==> src/rtl/core/ffha_pkg.sv <==
// shared types and constants for the first-fit heap allocator
// no dependencies
`timescale 1ns / 1ps

package ffha_pkg;

	localparam int OFF_W     = 25;
	localparam int SIZE_W    = 26;
	localparam int HDR_BYTES = 16;

	typedef logic [OFF_W-1:0]  off_t;
	typedef logic [SIZE_W-1:0] size_t;

	typedef enum logic [2:0] {
		ST_OK        = 3'd0,
		ST_ZERO_SIZE = 3'd1,
		ST_NO_MEMORY = 3'd2,
		ST_FREE_FULL = 3'd3,
		ST_UNKNOWN   = 3'd4,
		ST_LIVE_FULL = 3'd5
	} status_t;

	// header offset (free table) or payload offset (live table), and payload size
	typedef struct packed {
		off_t start;
		off_t len;
	} entry_t;

	typedef enum logic [3:0] {
		S_IDLE,
		S_CHK,
		S_A_SLOT,
		S_A_RD,
		S_A_CMP,
		S_SH_RD,
		S_SH_WR,
		S_F_LIVE,
		S_F_LCMP,
		S_F_RD,
		S_F_CMP,
		S_F_DEC,
		S_U_RD,
		S_U_WR
	} fsm_state_t;

	typedef enum logic [4:0] {
		OP_NONE,
		OP_LOAD,
		OP_ERR,
		OP_NEXT,
		OP_SLOT,
		OP_FRD,
		OP_ASPLIT,
		OP_ATAKE,
		OP_SHRD,
		OP_SHWR,
		OP_SHFIN,
		OP_LRD,
		OP_LHIT,
		OP_PREV,
		OP_POSHIT,
		OP_MBOTH,
		OP_MPREV,
		OP_MNEXT,
		OP_INSPREP,
		OP_URD,
		OP_UWR,
		OP_INS
	} dp_op_t;

	typedef struct packed {
		dp_op_t  op;
		status_t err;
	} dp_cmd_t;

	typedef struct packed {
		logic is_free;
		logic req_zero;
		logic live_end;
		logic slot_open;
		logic slot_valid;
		logic free_end;
		logic fit;
		logic split;
		logic live_hit;
		logic pos_hit;
		logic merge_prev;
		logic merge_next;
		logic table_full;
		logic shift_last;
		logic up_done;
	} dp_flags_t;

endpackage

==> src/rtl/core/ffha_ctrl.sv <==
// sequencer for the allocator: walks tables and issues datapath commands
// depends on ffha_pkg
`timescale 1ns / 1ps

module ffha_ctrl (
	input  logic                clk,
	input  logic                arst_n,
	input  logic                start,
	input  ffha_pkg::dp_flags_t flags,
	output ffha_pkg::dp_cmd_t   cmd,
	output logic                busy
);

	ffha_pkg::fsm_state_t state_q, state_d;

	always_ff @(posedge clk or negedge arst_n) begin
		if (!arst_n) begin
			state_q <= ffha_pkg::S_IDLE;
		end else begin
			state_q <= state_d;
		end
	end

	// next state
	always_comb begin
		state_d = state_q;
		unique case (state_q)
			ffha_pkg::S_IDLE: begin
				if (start) state_d = ffha_pkg::S_CHK;
			end
			ffha_pkg::S_CHK: begin
				if (flags.is_free) state_d = ffha_pkg::S_F_LIVE;
				else if (flags.req_zero) state_d = ffha_pkg::S_IDLE;
				else state_d = ffha_pkg::S_A_SLOT;
			end
			ffha_pkg::S_A_SLOT: begin
				if (flags.live_end) state_d = ffha_pkg::S_IDLE;
				else if (flags.slot_open) state_d = ffha_pkg::S_A_RD;
			end
			ffha_pkg::S_A_RD: begin
				state_d = flags.free_end ? ffha_pkg::S_IDLE : ffha_pkg::S_A_CMP;
			end
			ffha_pkg::S_A_CMP: begin
				if (flags.fit && flags.split) state_d = ffha_pkg::S_IDLE;
				else if (flags.fit) state_d = ffha_pkg::S_SH_RD;
				else state_d = ffha_pkg::S_A_RD;
			end
			ffha_pkg::S_SH_RD: begin
				state_d = flags.shift_last ? ffha_pkg::S_IDLE : ffha_pkg::S_SH_WR;
			end
			ffha_pkg::S_SH_WR: state_d = ffha_pkg::S_SH_RD;
			ffha_pkg::S_F_LIVE: begin
				if (flags.live_end) state_d = ffha_pkg::S_IDLE;
				else if (flags.slot_valid) state_d = ffha_pkg::S_F_LCMP;
			end
			ffha_pkg::S_F_LCMP: begin
				state_d = flags.live_hit ? ffha_pkg::S_F_RD : ffha_pkg::S_F_LIVE;
			end
			ffha_pkg::S_F_RD: begin
				state_d = flags.free_end ? ffha_pkg::S_F_DEC : ffha_pkg::S_F_CMP;
			end
			ffha_pkg::S_F_CMP: begin
				state_d = flags.pos_hit ? ffha_pkg::S_F_DEC : ffha_pkg::S_F_RD;
			end
			ffha_pkg::S_F_DEC: begin
				if (flags.merge_prev && flags.merge_next) state_d = ffha_pkg::S_SH_RD;
				else if (flags.merge_prev || flags.merge_next) state_d = ffha_pkg::S_IDLE;
				else if (flags.table_full) state_d = ffha_pkg::S_IDLE;
				else state_d = ffha_pkg::S_U_RD;
			end
			ffha_pkg::S_U_RD: begin
				state_d = flags.up_done ? ffha_pkg::S_IDLE : ffha_pkg::S_U_WR;
			end
			ffha_pkg::S_U_WR: state_d = ffha_pkg::S_U_RD;
			default: state_d = ffha_pkg::S_IDLE;
		endcase
	end

	// command outputs
	always_comb begin
		cmd.op  = ffha_pkg::OP_NONE;
		cmd.err = ffha_pkg::ST_OK;
		unique case (state_q)
			ffha_pkg::S_IDLE: begin
				if (start) cmd.op = ffha_pkg::OP_LOAD;
			end
			ffha_pkg::S_CHK: begin
				if (!flags.is_free && flags.req_zero) begin
					cmd.op  = ffha_pkg::OP_ERR;
					cmd.err = ffha_pkg::ST_ZERO_SIZE;
				end
			end
			ffha_pkg::S_A_SLOT: begin
				if (flags.live_end) begin
					cmd.op  = ffha_pkg::OP_ERR;
					cmd.err = ffha_pkg::ST_LIVE_FULL;
				end else if (flags.slot_open) begin
					cmd.op = ffha_pkg::OP_SLOT;
				end else begin
					cmd.op = ffha_pkg::OP_NEXT;
				end
			end
			ffha_pkg::S_A_RD: begin
				if (flags.free_end) begin
					cmd.op  = ffha_pkg::OP_ERR;
					cmd.err = ffha_pkg::ST_NO_MEMORY;
				end else begin
					cmd.op = ffha_pkg::OP_FRD;
				end
			end
			ffha_pkg::S_A_CMP: begin
				if (flags.fit && flags.split) cmd.op = ffha_pkg::OP_ASPLIT;
				else if (flags.fit) cmd.op = ffha_pkg::OP_ATAKE;
				else cmd.op = ffha_pkg::OP_NEXT;
			end
			ffha_pkg::S_SH_RD: begin
				cmd.op = flags.shift_last ? ffha_pkg::OP_SHFIN : ffha_pkg::OP_SHRD;
			end
			ffha_pkg::S_SH_WR: cmd.op = ffha_pkg::OP_SHWR;
			ffha_pkg::S_F_LIVE: begin
				if (flags.live_end) begin
					cmd.op  = ffha_pkg::OP_ERR;
					cmd.err = ffha_pkg::ST_UNKNOWN;
				end else if (flags.slot_valid) begin
					cmd.op = ffha_pkg::OP_LRD;
				end else begin
					cmd.op = ffha_pkg::OP_NEXT;
				end
			end
			ffha_pkg::S_F_LCMP: begin
				cmd.op = flags.live_hit ? ffha_pkg::OP_LHIT : ffha_pkg::OP_NEXT;
			end
			ffha_pkg::S_F_RD: begin
				if (!flags.free_end) cmd.op = ffha_pkg::OP_FRD;
			end
			ffha_pkg::S_F_CMP: begin
				cmd.op = flags.pos_hit ? ffha_pkg::OP_POSHIT : ffha_pkg::OP_PREV;
			end
			ffha_pkg::S_F_DEC: begin
				if (flags.merge_prev && flags.merge_next) begin
					cmd.op = ffha_pkg::OP_MBOTH;
				end else if (flags.merge_prev) begin
					cmd.op = ffha_pkg::OP_MPREV;
				end else if (flags.merge_next) begin
					cmd.op = ffha_pkg::OP_MNEXT;
				end else if (flags.table_full) begin
					cmd.op  = ffha_pkg::OP_ERR;
					cmd.err = ffha_pkg::ST_FREE_FULL;
				end else begin
					cmd.op = ffha_pkg::OP_INSPREP;
				end
			end
			ffha_pkg::S_U_RD: begin
				cmd.op = flags.up_done ? ffha_pkg::OP_INS : ffha_pkg::OP_URD;
			end
			ffha_pkg::S_U_WR: cmd.op = ffha_pkg::OP_UWR;
			default: cmd.op = ffha_pkg::OP_NONE;
		endcase
	end

	assign busy = (state_q != ffha_pkg::S_IDLE);

endmodule

==> config.mk <==
export PLATFORM = sky130hd
export DESIGN_NAME = ffha_ctrl
export DESIGN_NICKNAME = d
export VERILOG_FILES = /design/src/rtl/core/ffha_pkg.sv /design/src/rtl/core/ffha_ctrl.sv
export SDC_FILE = /design/constraint.sdc
export NUM_CORES = 1
export LEC_CHECK = 0
export BUFFER_PORTS_ARGS = -buffer_cell sky130_fd_sc_hd__buf_2
export CAP_MARGIN = 15
export CORE_MARGIN = 2
export CORE_UTILIZATION = 30
export DETAILED_ROUTE_END_ITERATION = 8
export PLACE_DENSITY = 0.6
export SETUP_SLACK_MARGIN = 0.2
export SLEW_MARGIN = 10
export SYNTH_ARGS = -nofsm -noshare
export SYNTH_HDL_FRONTEND = slang
export SYNTH_SLANG_ARGS = --single-unit
==> constraint.sdc <==
create_clock -name clk -period 1.9 [get_ports clk]
set_input_delay 0.095 -clock clk [delete_from_list [all_inputs] [get_ports clk]]
set_output_delay 0.095 -clock clk [all_outputs]
set_load 0.02 [all_outputs]
# Yosys cells after proc, flatten, opt, wreduce, memory -nomap -nowiden
# Cells that the tools add are included.
[totals]
ff_bits = 4
input_bits = 18
out_inout_bits = 9
word_cells = 71
[op_classes]
n_eq_ne = 16
muxes = 46
reduce_logical = 8
[op_table]
columns = ["cell", "count"]
rows = [
  ["5-bit one-hot mux with 14 select lines", 1],
  ["4-bit one-hot mux with 14 select lines", 1],
  ["4-bit 2-to-1 mux", 12],
  ["3-bit 2-to-1 mux", 13],
  ["5-bit 2-to-1 mux", 7],
  ["4-bit == test, second input constant", 6],
  ["2-bit 2-to-1 mux", 9],
  ["4-bit by 3-bit == test with 1-bit output, second input constant", 4],
  ["3-bit one-hot mux with 5 select lines", 1],
  ["4-bit by 2-bit == test with 1-bit output, second input constant", 2],
  ["3-bit inequality test, second input constant", 2],
  ["4-bit by 1-bit == test with 1-bit output, second input constant", 1],
  ["4-bit zero test", 1],
  ["4-bit nonzero test", 1],
  ["1-bit logical AND", 3],
  ["3-bit AND reduction", 1],
  ["1-bit 2-to-1 mux", 2],
  ["2-bit inequality test, second input constant", 1],
  ["1-bit zero test", 1],
  ["1-bit logical OR", 1],
]

# Longest topological paths before layout
[depth]
depth_word = 5
ltp_mapped = 6
mapped_depth_nobuf = 6

# Worst setup path before layout
# OpenSTA, ideal clock, no wires.
[synth_timing]
kind = "flip-flop to output port"
start = "register state_q[0]"
end = "output port cmd[2] in the netlist's numbering"
arrival_ns = 1.573
required_time_ns = 1.805
path_slack_ns = 0.232
stages_incl_launch_ff = 6
n_path_buf = 2
cell_sequence = "dfrtp_1 clkbuf_1 clkbuf_1 nand2_1 nor2b_1 nor3_1"
[synth_rtl]
columns = ["item", "line_no", "rtl"]
rows = [
  ["start, declared", "ffha_ctrl.sv:14", "ffha_pkg::fsm_state_t state_q, state_d;"],
  ["start signal, assigned", "ffha_ctrl.sv:18", "state_q <= ffha_pkg::S_IDLE;"],
  ["start signal, assigned", "ffha_ctrl.sv:20", "state_q <= state_d;"],
  ["end, declared", "ffha_ctrl.sv:10", "output ffha_pkg::dp_cmd_t cmd,"],
]

==> key figures <==
Run status
  • Status: finished, violations left
  • Failing checks: setup timing

STA
  • Setup Skew: around 0.0041 ns
  • Actual slew at the worst max-slew pin: 0.436 ns
  • Fmax: 0.518 GHz
  • Setup TNS Final: -0.0288 ns
  • Final setup viols: 1
  • Hold_ws: 0.192 ns
  • RSZ-0062 raised after global routing: yes
  • Relative slew margins: 0.705
  • Setup ws final: -0.0288 ns
  • Final hold violation count: 0
  • Post-route minimum period: about 1.9 ns
  • Slew Viols, Final: 0
  • Final Cycle Share: 1.02

Clocking
  • Clock Sinks: 4
  • Worst-Skew Late Latency: about 0.23 ns
  • CTS H-tree depth: 1
  • Root buffer cell: clkbuf_4
  • CTS buffer count: 3
  • CTS tree: done
  • Clk buf depth: 2
  • Clk pin slew, worst setup/hold paths: ~0.040 ns

Synthesis
  • Post-Syn Area per Cell: 6.98 um^2
  • Cells after synthesis: 122
  • Post-synthesis sequential area ratio: 0.117
  • Ys Warns: 0
  • Number of synthesized flops with an enable pin: 0
  • Mapped Nets: between 100 and 150
  • Main synth FF type: dfrtp_1
  • Ys async rst share: 1.00
  • Post-synth cell types: 46
  • Cell Area, Synth: ~850 um^2
  • Yosys reg bits: 4

Setup path
  • WP data arrival: 1.83 ns
  • Largest stage delay on the critical path: about 0.55 ns
  • Critical path depth: 5
  • Startpoint types: flip-flop
  • Crit path capture type: output port
  • Reg2reg path depth: 6
  • CP Max Fanout: 8
  • Critical path, cell by cell: buf_2 -> or4_4 -> o211a_1 -> o211ai_1 -> buf_4
  • Crit path buf inv count: 2
  • Critical path's top delay family: simple AND/OR/NAND/NOR gates
  • CP Class: reg2out
  • Critical Path RT: 1.80 ns
  • Slowest cell on crit path: or4_4

Global routing
  • Overflow after GRT: 0
  • GR Util All Layers: 0.214
  • First-pass GRT wire length: 5.54 mm
  • Antenna violations before repair: 0
  • Largest net degree at the start of global routing: 33
  • Vias in the first global route: 1145

Die
  • Die area: 3280 um^2
  • Core Region: 2730 um^2
  • Die H: 57.3 um
  • Row cnt: 19
  • Top Ports: 27
  • Initial Util: 0.312
  • Die extent in x: roughly 57 um

Drt
  • Met3 WL: around 290 um
  • Met2 wire length: 1.74 mm
  • Drt wl/cell: 18.7 um
  • WL met1: approximately 1.5 mm
  • DRT Wirelength: 3.59 mm
  • 1st-pass router iterations: 4
  • Vias: around 1200
  • Vias per cell: 6.21
  • Final antenna-violating net count: 0
  • Initial drt markers: 37
  • # DRC: 0
  • Highest metal used: met4

Worst hold path
  • Hold WC Path Type: in2reg
  • Hold path depth: 4

Final layout
  • Layout cells sized above 1: 0.422
  • Synth-to-Final Area Change: 61.5%
  • Core Util, Final: 0.503
  • Largest registers: state_q x4
  • Finished Cell Area: 1380 um^2
  • Nets: 185
  • Antenna fix cells: 0
  • Largest register by flop count: state_q
  • Max reg flops: 4

Placed design
  • GPL Wtd Cong: ~0.9
  • IO buf count: 26
  • Post-placement cell area: 1090 um^2
  • Post-DP HPWL: between 2 and 2.5 mm

Run
  • # Max-Cap Violations: 0

Power and ir drop
  • Max VDD drop: 1160 uV
  • LEAKAGE: 0.000576 uW
  • PD cells: 1400 nW/um^2
-- stage by stage --
| step | setup WS [ns] | total power (uW) | std cells |
|---|---|---|---|
| floorplan | 0.232 | 928 | 122 |
| global placement | 0.145 | 1330 | 180 |
| detailed placement | 0.147 | 1340 | 180 |
| CTS | -0.0122 | 1670 | 188 |
| global route | -0.0650 | 2050 | 192 |
| finish | -0.0288 | 1930 | 192 |
-- worst paths after layout --
| check | startpoint | endpoint | slack [ns] |
|---|---|---|---|
| min reg2reg | state_q[0]$_DFFE_PN0P_ | state_q[2]$_DFFE_PN0P_ | 0.85 |
| min in group asynchronous | arst_n | state_q[1]$_DFFE_PN0P_ | 0.20 |
| max reg2reg | state_q[2]$_DFFE_PN0P_ | state_q[3]$_DFFE_PN0P_ | 0.16 |
| min | flags[7] | state_q[2]$_DFFE_PN0P_ | 0.19 |
| max | state_q[0]$_DFFE_PN0P_ | cmd[3] | -0.03 |
| max in group asynchronous | arst_n | state_q[0]$_DFFE_PN0P_ | 1.56 |
-- layer usage --
metal	global-route usage	vias to the layer above
li1	-	549
met1	0.286	555
met2	0.342	78
met3	0.0385	10
met4	0.0831	0
met5	0	-
-- final cells by class --
cell class                 instances  area [um^2]
tap                               31         38.8
sequential                         4          101
timing repair buffer              47          378
multi-input combinational        103          821
inverter                           4         15.0
fill                             261         1360
clock buffer                       3         22.5
-- cells in the mapped netlist, types with 2 or more instances --
cell type  instances  area [um^2]
a211oi_1           3         22.5
a21oi_1            3         15.0
a2bb2oi_1          2         17.5
a31oi_1            3         18.8
buf_1              3         11.3
buf_2              2         10.0
clkbuf_1           6         22.5
dfrtp_1            4          100
ha_1               4         50.1
inv_1              4         15.0
nand2_1           10         37.5
nand2b_1           8         50.1
nand3_1            5         25.0
nand4bb_1          3         33.8
nor2_1             9         33.8
nor2b_1            3         18.8
nor3_1             6         30.0
nor3b_1            4         30.0
nor4b_1            4         35.0
o211ai_1           2         15.0
o21ai_0            5         25.0
o22a_1             2         17.5
o22ai_1            2         12.5
o32ai_1            2         17.5
or4_1              2         15.0
-- worst reg2reg max path: stages, from the launching register on --
cell and delay [ns]:
dfrtp_1 0.37, buf_4 0.16, clkbuf_16 0.17, or4_4 0.54
o21ai_4 0.16, nor3b_2 0.07, a21boi_1 0.14
-- placed cells by master, fill, tap and decap left out, drive strengths merged, types with 2 or more instances in the layout --
cell / netlist / routed
a211oi: 3 / 3
a21oi: 3 / 3
a2bb2oi: 2 / 2
a31oi: 3 / 3
buf: 5 / 45
clkbuf: 6 / 4
dfrtp: 4 / 4
ha: 4 / 4
inv: 4 / 4
nand2: 10 / 10
nand2b: 8 / 8
nand3: 5 / 5
nand4bb: 3 / 3
nor2: 9 / 9
nor2b: 3 / 3
nor3: 6 / 6
nor3b: 4 / 4
nor4b: 4 / 4
o211ai: 2 / 2
o21ai: 5 / 5
o22a: 2 / 2
o22ai: 2 / 2
o32ai: 2 / 2
or4: 2 / 2
-- power by group --
part	internal (uW)	leakage (uW)	switching, uW	total [uW]
logic	776	0.000512	868	1640
registers	124	0.0000504	53.7	177
clock network	70.7	0.0000138	35.4	106
total	970	0.000576	957	1930
-- what timing repair did --
action                                  4_1_cts  5_1_grt
cloned                                        0        1
setup buffers                                 4        3
endpoints found under the setup margin        8        9
endpoints found under the hold margin         4        0
hold buffers                                  1        0
gates resized for setup                      28       14
pin swaps                                     7        2
-- cells by family (layout without fill, tap and decap cells) --
kind of cell    after synthesis  count (layout)  share of synthesized area
mux                           1               1                     0.0117
buf+inv                      15              54                     0.0690
xor+xnor                      1               1                     0.0103
compound gates               35              35                      0.300
flops                         4               4                      0.117
simple gates                 62              62                      0.433
fa+ha+maj                     4               4                     0.0587
Power figures use the tool's default switching activity.
